$ cat config.mk
export PLATFORM = sky130hd
export DESIGN_NAME = distinct_value_frequency_table_core
export DESIGN_NICKNAME = d
export VERILOG_FILES = /design/src/rtl/dvft_pkg.sv /design/src/rtl/dvft_ram.sv /design/src/rtl/distinct_value_frequency_table_core.sv
export SDC_FILE = /design/constraint.sdc
export NUM_CORES = 2
export LEC_CHECK = 0
export ABC_AREA = 1
export BUFFER_PORTS_ARGS = -buffer_cell sky130_fd_sc_hd__buf_2
export CAP_MARGIN = 20
export CELL_PAD_IN_SITES_DETAIL_PLACEMENT = 1
export CELL_PAD_IN_SITES_GLOBAL_PLACEMENT = 1
export CORE_MARGIN = 4
export CORE_UTILIZATION = 40
export CTS_BUF_LIST = sky130_fd_sc_hd__clkbuf_4 sky130_fd_sc_hd__clkbuf_8 sky130_fd_sc_hd__clkbuf_16
export CTS_CLUSTER_SIZE = 16
export DETAILED_ROUTE_END_ITERATION = 10
export GPL_TIMING_DRIVEN = 1
export PLACE_DENSITY_LB_ADDON = 0.1
export SYNTH_ARGS = -nofsm -noshare
export SYNTH_HDL_FRONTEND = slang
export SYNTH_SLANG_ARGS = --single-unit
$ cat constraint.sdc
create_clock -name clk -period 7.3 [get_ports clk]
set_input_delay 1.46 -clock clk [delete_from_list [all_inputs] [get_ports clk]]
set_output_delay 1.46 -clock clk [all_outputs]
set_load 0.05 [all_outputs]
$ cat src/rtl/dvft_pkg.sv
package dvft_pkg;

  localparam int TABLE_DEPTH = 64;
  localparam int IDX_W       = (TABLE_DEPTH > 1) ? $clog2(TABLE_DEPTH) : 1;
  localparam int CNT_W       = $clog2(TABLE_DEPTH + 1);

  localparam int VALUE_W = 32;
  localparam int COUNT_W = 16;
  localparam int ENTRY_W = VALUE_W + COUNT_W;

  localparam logic [COUNT_W-1:0] COUNT_MAX = {COUNT_W{1'b1}};

endpackage

$ cat src/rtl/dvft_ram.sv
module dvft_ram #(
  parameter int DATA_W = 8,
  parameter int ADDR_W = 4,
  parameter int DEPTH  = 16
) (
  input  logic              clk,
  input  logic              we,
  input  logic [ADDR_W-1:0] waddr,
  input  logic [DATA_W-1:0] wdata,
  input  logic [ADDR_W-1:0] raddr,
  output logic [DATA_W-1:0] rdata
);

  logic [DATA_W-1:0] mem [DEPTH];

  always_ff @(posedge clk) begin
    if (we) begin
      mem[waddr] <= wdata;
    end
  end

  always_ff @(posedge clk) begin
    rdata <= mem[raddr];
  end

endmodule

$ cat src/rtl/distinct_value_frequency_table_core.sv
// Flow: an input word is accepted in idle; unless the table is empty, the entries are then
//   scanned in order, each with a read state and a compare state; a match ends the scan early.
// Input: one word at a time; no new word is taken until the scan for the last one is done.
// End of list: each entry is read, loaded into the output register and held until taken.
// Reset: synchronous, active low; clears the fill count, overflow flag and control state.
//   The entry RAM is not cleared: only entries below the fill count are ever read.
module distinct_value_frequency_table_core (
  input  logic                             clk,
  input  logic                             rst_n,
  input  logic                             in_valid,
  output logic                             in_ready,
  input  logic signed [dvft_pkg::VALUE_W-1:0] in_sample_value,
  input  logic                             in_ends_list,
  output logic                             out_valid,
  input  logic                             out_ready,
  output logic signed [dvft_pkg::VALUE_W-1:0] out_entry_value,
  output logic        [dvft_pkg::COUNT_W-1:0] out_entry_count,
  output logic                             out_is_last_entry,
  output logic                             out_overflowed
);

  import dvft_pkg::*;

  typedef enum logic [5:0] {
    ST_IDLE      = 6'b000001,
    ST_SCAN_RD   = 6'b000010,
    ST_SCAN_CMP  = 6'b000100,
    ST_EMIT_RD   = 6'b001000,
    ST_EMIT_LD   = 6'b010000,
    ST_EMIT_WAIT = 6'b100000
  } state_t;

  state_t             state_r, state_nxt;
  logic [VALUE_W-1:0] sample_r, sample_nxt;
  logic               last_r, last_nxt;
  logic [IDX_W-1:0]   idx_r, idx_nxt;
  logic [CNT_W-1:0]   used_r, used_nxt;
  logic               ovf_r, ovf_nxt;

  logic               out_valid_r, out_valid_nxt;
  logic [VALUE_W-1:0] out_value_r, out_value_nxt;
  logic [COUNT_W-1:0] out_count_r, out_count_nxt;
  logic               out_last_r, out_last_nxt;
  logic               out_ovf_r, out_ovf_nxt;

  logic               ram_we;
  logic [IDX_W-1:0]   ram_waddr;
  logic [ENTRY_W-1:0] ram_wdata;
  logic [ENTRY_W-1:0] ram_rdata;
  logic [VALUE_W-1:0] rd_value;
  logic [COUNT_W-1:0] rd_count;
  logic               scan_end;

  dvft_ram #(
    .DATA_W (ENTRY_W),
    .ADDR_W (IDX_W),
    .DEPTH  (TABLE_DEPTH)
  ) u_ram (
    .clk   (clk),
    .we    (ram_we),
    .waddr (ram_waddr),
    .wdata (ram_wdata),
    .raddr (idx_r),
    .rdata (ram_rdata)
  );

  assign rd_value = ram_rdata[ENTRY_W-1:COUNT_W];
  assign rd_count = ram_rdata[COUNT_W-1:0];
  assign scan_end = ((CNT_W'(idx_r) + CNT_W'(1)) == used_r);

  // A write lands at the edge closing its state; the next read is sampled at the edge closing a
  // later state, so no access can see stale data and no forwarding is needed.
  always_comb begin
    state_nxt     = state_r;
    sample_nxt    = sample_r;
    last_nxt      = last_r;
    idx_nxt       = idx_r;
    used_nxt      = used_r;
    ovf_nxt       = ovf_r;
    out_valid_nxt = out_valid_r;
    out_value_nxt = out_value_r;
    out_count_nxt = out_count_r;
    out_last_nxt  = out_last_r;
    out_ovf_nxt   = out_ovf_r;
    ram_we        = 1'b0;
    ram_waddr     = used_r[IDX_W-1:0];
    ram_wdata     = {sample_r, COUNT_W'(1)};

    case (state_r)
      ST_IDLE: begin
        if (in_valid) begin
          sample_nxt = in_sample_value;
          last_nxt   = in_ends_list;
          idx_nxt    = '0;
          if (used_r == '0) begin
            // empty table: append straight away
            ram_we    = 1'b1;
            ram_wdata = {in_sample_value, COUNT_W'(1)};
            used_nxt  = CNT_W'(1);
            state_nxt = in_ends_list ? ST_EMIT_RD : ST_IDLE;
          end else begin
            state_nxt = ST_SCAN_RD;
          end
        end
      end
      ST_SCAN_RD: begin
        state_nxt = ST_SCAN_CMP;
      end
      ST_SCAN_CMP: begin
        if (rd_value == sample_r) begin
          ram_we    = 1'b1;
          ram_waddr = idx_r;
          ram_wdata = {rd_value, (rd_count == COUNT_MAX) ? rd_count : rd_count + COUNT_W'(1)};
          idx_nxt   = '0;
          state_nxt = last_r ? ST_EMIT_RD : ST_IDLE;
        end else if (scan_end) begin
          if (used_r < CNT_W'(TABLE_DEPTH)) begin
            ram_we   = 1'b1;
            used_nxt = used_r + CNT_W'(1);
          end else begin
            ovf_nxt = 1'b1;
          end
          idx_nxt   = '0;
          state_nxt = last_r ? ST_EMIT_RD : ST_IDLE;
        end else begin
          idx_nxt   = IDX_W'(idx_r + 1'b1);
          state_nxt = ST_SCAN_RD;
        end
      end
      ST_EMIT_RD: begin
        state_nxt = ST_EMIT_LD;
      end
      ST_EMIT_LD: begin
        out_valid_nxt = 1'b1;
        out_value_nxt = rd_value;
        out_count_nxt = rd_count;
        out_last_nxt  = scan_end;
        out_ovf_nxt   = ovf_r;
        state_nxt     = ST_EMIT_WAIT;
      end
      ST_EMIT_WAIT: begin
        if (out_ready) begin
          out_valid_nxt = 1'b0;
          if (out_last_r) begin
            // table emptied: drop the entries and the overflow flag
            used_nxt  = '0;
            ovf_nxt   = 1'b0;
            idx_nxt   = '0;
            state_nxt = ST_IDLE;
          end else begin
            idx_nxt   = IDX_W'(idx_r + 1'b1);
            state_nxt = ST_EMIT_RD;
          end
        end
      end
      default: begin
        state_nxt = ST_IDLE;
      end
    endcase
  end

  always_ff @(posedge clk) begin
    if (!rst_n) begin
      state_r     <= ST_IDLE;
      idx_r       <= '0;
      used_r      <= '0;
      ovf_r       <= 1'b0;
      out_valid_r <= 1'b0;
    end else begin
      state_r     <= state_nxt;
      idx_r       <= idx_nxt;
      used_r      <= used_nxt;
      ovf_r       <= ovf_nxt;
      out_valid_r <= out_valid_nxt;
    end
  end

  always_ff @(posedge clk) begin
    sample_r    <= sample_nxt;
    last_r      <= last_nxt;
    out_value_r <= out_value_nxt;
    out_count_r <= out_count_nxt;
    out_last_r  <= out_last_nxt;
    out_ovf_r   <= out_ovf_nxt;
  end

  assign in_ready          = (state_r == ST_IDLE);
  assign out_valid         = out_valid_r;
  assign out_entry_value   = $signed(out_value_r);
  assign out_entry_count   = out_count_r;
  assign out_is_last_entry = out_last_r;
  assign out_overflowed    = out_ovf_r;

  a_used_bounded: assert property (@(posedge clk) disable iff (!rst_n)
    used_r <= CNT_W'(TABLE_DEPTH))
    else $error("fill count beyond table depth");

  a_no_overlap: assert property (@(posedge clk) disable iff (!rst_n)
    !(in_ready && out_valid))
    else $error("input taken while an entry is pending");

  a_clear_after_last: assert property (@(posedge clk) disable iff (!rst_n)
    (out_valid && out_ready && out_is_last_entry) |=> (used_r == '0 && !ovf_r))
    else $error("table not cleared after final entry");

  a_scan_in_range: assert property (@(posedge clk) disable iff (!rst_n)
    (state_r == ST_SCAN_CMP || state_r == ST_EMIT_LD) |-> (CNT_W'(idx_r) < used_r))
    else $error("read beyond filled entries");

  a_emit_nonempty: assert property (@(posedge clk) disable iff (!rst_n)
    (out_valid && out_ready && !out_is_last_entry) |=> (state_r == ST_EMIT_RD))
    else $error("emission stopped before final entry");

endmodule

-- After elaboration in Yosys (flattened, before gate mapping)
Memory sizes are Yosys's and may differ from the RTL's. A register that Yosys moved wholly into a read port is not among the register bits.
Cells that the tools add are included.
- flip-flop bits (word level): 104
- bits in writable memories: 3072
- bits of input ports: 37
- output and inout bits: 52
- memories kept: 1
- add/sub/neg operators: 4
- $lt $le $gt $ge: 1
- equality and inequality tests: 17
- mux-type cells: 46
- reduce and logical (&&, ||, !) cells: 10
- memory list (memory ; words ; bits a word ; rd ports ; clocked after Yosys merged registers in ; write ports ; RTL line ; RTL):
    u_ram.mem ; 64 ; 48 ; 1 ; 1 ; 1 ; dvft_ram.sv:14 ; logic [DATA_W-1:0] mem [DEPTH];
- operators by type and width (operator ; count):
    2-to-1 mux 48 bit ; 3
    case mux 48 bit (2 select lines) ; 1
    2-to-1 mux 6 bit ; 9
    2-to-1 mux 7 bit ; 7
    case mux 6 bit (6 select lines) ; 1
    == test 32 bit ; 1
    2-to-1 mux 4 bit ; 6
    case mux 7 bit (3 select lines) ; 1
    case mux 6 bit (3 select lines) ; 1
    adder 16 x 1 -> 16 bit, second input constant ; 1
    == test 16 bit, second input constant ; 1
    2-to-1 mux 16 bit ; 1
    inequality test 2 bit, second input constant ; 7
    2-to-1 mux 1 bit ; 13
    AND reduction 8 bit ; 1
    adder 6 x 1 -> 7 bit, second input constant ; 1
    adder 7 x 1 -> 7 bit, second input constant ; 1
    == test 7 bit ; 1
    logical NOT 7 bit ; 1
    < comparator 7 bit, second input constant ; 1
    adder 6 x 1 -> 6 bit, second input constant ; 1
    == test 6 x 1 -> 1 bit, second input constant ; 1
    == test 6 x 2 -> 1 bit, second input constant ; 1
    == test 6 x 3 -> 1 bit, second input constant ; 1
    other kinds (10) ; 15

-- Longest topological paths before layout
- depth in word-level cells: 7
- gate-level depth with buffers: 17

-- By module
A second synthesis with hierarchy kept.
- cells, all modules: 10858
- area total of the unflattened synthesis: 130350.0 um^2
- by module, submodules not included (module ; times used ; cells each ; area an instance (um^2)):
    dvft_ram ; 1 ; 10108 ; 124330.5
    distinct_value_frequency_table_core ; 1 ; 750 ; 6019.5

-- Least setup slack after synthesis
Ideal clock, no wire load.
- kind: flip-flop to flip-flop
- start point: reg state_r[0]
- end point: reg state_r[0]
- library setup time: 0.120 ns
- arrival time: 4.892 ns
- required time: 7.180 ns
- path slack: 2.289 ns
- stages on the path, launching flop included: 11
- path buffers: 0
- clock period less this slack: 5.011 ns
- cell sequence: dfxtp_1 -> nor2_2 -> nand2_1 -> nor3_1 -> inv_1 -> nand3_1 -> nor2_1 -> a211oi_1 -> nand2_1 -> nand2_1 -> nand3_1
- word-level cells in the longest chain between the ends: 3
- elaborated cells on any way between the ends: 10
- RTL lines (element ; RTL line ; RTL):
    from (decl) ; distinct_value_frequency_table_core.sv:33 ; state_t state_r, state_nxt;
    from (signal assigned) ; distinct_value_frequency_table_core.sv:170 ; state_r <= state_nxt;
    == test 6 bit or == test 6 x 1 -> 1 bit (tied branches) ; distinct_value_frequency_table_core.sv:89 ; case (state_r)
    inequality test 2 bit (no line) ; - ;
    AND reduction 2 bit (no line) ; - ;
Parallel ways exist; a longest one is shown, timed or not.
A chain may end at the register's enable or synchronous reset.

-- Worst setup path in the final report
- start point: reg sample_r[31]
- end point: mem u_ram.mem[58][30] (netlist bit) (enable)
- word-level cells in the longest chain between the ends: 5
- elaborated cells on any way between the ends: 7
- RTL lines (element ; RTL line ; RTL):
    from (decl) ; distinct_value_frequency_table_core.sv:34 ; logic [VALUE_W-1:0] sample_r, sample_nxt;
    from (signal assigned) ; distinct_value_frequency_table_core.sv:179 ; sample_r <= sample_nxt;
    == test 32 bit (*) ; distinct_value_frequency_table_core.sv:110 ; if (rd_value == sample_r) begin
    2-to-1 mux 1 bit ; distinct_value_frequency_table_core.sv:110 ;
    case mux 1 bit (2 select lines) ; distinct_value_frequency_table_core.sv:89 ;
    2-to-1 mux 1 bit ; dvft_ram.sv:17 ; if (we) begin
    2-to-1 mux 1 bit (not written as such) ; dvft_ram.sv:18 ; mem[waddr] <= wdata;
    to (decl) ; dvft_ram.sv:14 ;
Mark *: on every way between the ends. The rest lies on a longest branch, timed or not.

==> results.py <==
metrics = {
    "sta": {
        "final-hold-violation-count": 0,
        "relSlewSlack_pct": 24.6,
        "period_share_pct": 78.7,
        "setup_slack_ns": 1.56,
        "rsz0062_at_grt": "false",
        "drv_slew": 0,
        "clock.fmax_mhz": 174,
        "timing.final.crit_period_ns": 5.74,
        "finalClockSkew_ns": 0.0408,
        "worst_pin_slew_ns": 1.13,
        "finalSetupTns_ns": 0,
        "setup_viol": 0,
    },
    "critical_path": {
        "crit_fanout": 23,
        "cp_num_buf_inv": 4,
        "cpMaxStageDelayCell": "nor2_4",
        "crit_top_cell": "nand2_1",
        "crit_type": "reg -> reg",
        "timing.critical_path.slowest_cell_delay_ns": 1.00,
        "cp-start-kind": "flip-flop",
        "arrival_ns": 6.32,
        "path_cells": "inv_1 > nand2_1 > nand2_1 > nand2_1 > nor2_1 > nand2_1 > nor2_4 > nand3_4 > nand2_2 > buf_4 > inv_2 > nand2_2 > nand4_2 > nor2_4 > buf_4",
        "cpLargestDelayFamily": "simple AND/OR/NAND/NOR gates",
        "crit_path_end_kind": "flip-flop",
        "required_ns": 7.88,
    },
    "worst_hold_path": {
        "hold_class": "reg -> reg",
    },
    "clock_tree": {
        "cts_buffers": 352,
        "clk_latency_ns": 0.94,
        "cts.repair.resized": 0,
        "cts_max_level": 5,
        "cts_buffer_depth": 4,
        "post_cts.repair.setup_buffers": 0,
        "clock-root-buffer": "clkbuf_16",
        "cts_sinks": 3224,
        "clkTransAtPathRegs_ns": 0.06,
        "cts_hold_buffers": 0,
        "tritoncts": "built",
    },
    "final_layout": {
        "final_util_pct": 45.9,
        "drive_above_1_share_pct": 11.3,
        "syn_to_final_growth_pct": 14.0,
        "fin_nets": 9155,
        "stdcell_count": 13545,
    },
    "detailed_routing": {
        "routed_wl_um": 442000,
        "first_pass_iters": 6,
        "viasPerCell": 6.08,
        "wl_per_cell_um": 32.7,
        "drtIter0Drc": 9168,
        "ant_nets": 0,
        "drcViolationCount": 0,
        "vias": 82384,
    },
    "placed_design": {
        "portBuffers": 88,
        "gp_congestion": 0.820,
        "place_ws_ns": 1.71,
        "dp_hpwl_um": 246000,
        "place_inst": 12899,
    },
    "grt": {
        "grt_pass1_vias": 82899,
        "overflow": 0,
        "antenna_found_initial": 17,
        "grtUsageTotal_pct": 26.6,
        "grt_pass1_wl_um": 630000,
        "grt_start_max_net_pins": 180,
    },
    "logic_synthesis": {
        "yosys.area.top_type": "edfxtp_1",
        "synth_edf_count": 3155,
        "synthDistinctLibCells": 36,
        "syn_area_um2": 126000,
        "yosysWarnings": 0,
        "syn-num-nets": 9169,
        "synthTopCellsByCount": "edfxtp_1, nor2_1, o21ai_0",
        "seq_area_frac_synth_pct": 76.4,
        "ys.flop_type": "edfxtp_1",
        "synth_seq_cells": 3224,
        "synthDominantCellAreaShare_pct": 75.3,
        "ys_top_cells_by_area": "edfxtp_1, o21ai_0, nor2_1",
        "synthArstFlopShare_pct": 0,
        "post_synth_inst_count": 9128,
        "avgSynthCellArea_um2": 13.8,
        "synth.most_common_cell": "edfxtp_1",
    },
    "flow_run": {
        "cap_violations": 0,
    },
    "floorplanning": {
        "die_w_um": 569,
        "start_util_pct": 40.3,
        "die_area_um2": 324000,
        "die_h_um": 569,
        "design.core.area_um2": 313000,
        "ios": 89,
        "rows": 205,
    },
    "power": {
        "report.power.total_w": 0.0446,
        "p_per_area_nw_per_um2": 311,
        "power.leakage_nw": 44.9,
        "peakVddDrop_mv": 0.271,
    },
    "run_status": {
        "status": "complete, no violations",
    },
}
-- cell usage in the layout, fill, tap and decap left out, types with 201 or more instances in the layout --
cell type	count
edfxtp_1	3155
o21ai_0	1547
o211ai_1	241
nand3_1	468
clkbuf_16	360
buf_4	201
nor2_1	1573
o221ai_1	528
nand2_1	254
o22ai_1	241
-- power breakdown --
part	switching [W]	total, W	internal (W)
logic	0.00361	0.00413	0.000524
clock network	0.00746	0.0178	0.0103
registers	0.000214	0.0227	0.0225
-- area by class of cell --
type                       count  area (um2)
clock buffer                 451        9740
sequential                  3224       96100
timing repair buffer         331        2790
antenna                        3        7.51
multi-input combinational   5115       27600
fill                       30818      169000
clock inverter               191        1750
inverter                      90         387
tap                         4140        5180
-- registers in the layout, indices dropped and copies added (netlist names) --
signal and count:
out_entry_count 16, used_r 7, state_r 6, out_is_last_entry 1, sample_r 32, last_r 1, u_ram.mem 3072, out_valid 1
idx_r 6, out_entry_value 32, out_overflowed 1, ovf_r 1, u_ram.rdata 48
-- final timing paths --
path,to,depth (start not counted),start,slack (ns)
min reg2reg,out_overflowed,0,ovf_r,0.45
max,u_ram.mem[58][30],15,sample_r[31],1.56
max reg2reg,u_ram.mem[58][30],15,sample_r[31],1.56
min,out_overflowed,0,ovf_r,0.45
-- per-stage QoR --
stage | hold WS [ns] | instance area [um2]
after floorplan | 0.402 | 126000
after global placement | 0.423 | 132000
after detailed placement | 0.438 | 132000
after CTS | 0.452 | 144000
after global routing | 0.467 | 144000
final | 0.450 | 144000
-- kinds of logic after synthesis --
family / synth area share [%]
compound gates: 12.7
xor+xnor: 0.139
fa+ha+maj: 0.0398
buf+inv: 2.59
flops: 76.4
simple gates: 8.14
-- routing by layer --
layer  GRT usage [%]  vias to the layer above  wire [um]
met5               0                        -         13
met4            7.38                        2      12700
met3            3.43                      628      26900
met2            43.0                     2857     209000
met1            38.1                    43855     194000
li1                -                    35042          -
No activity file was read; power rests on OpenSTA's default activity.
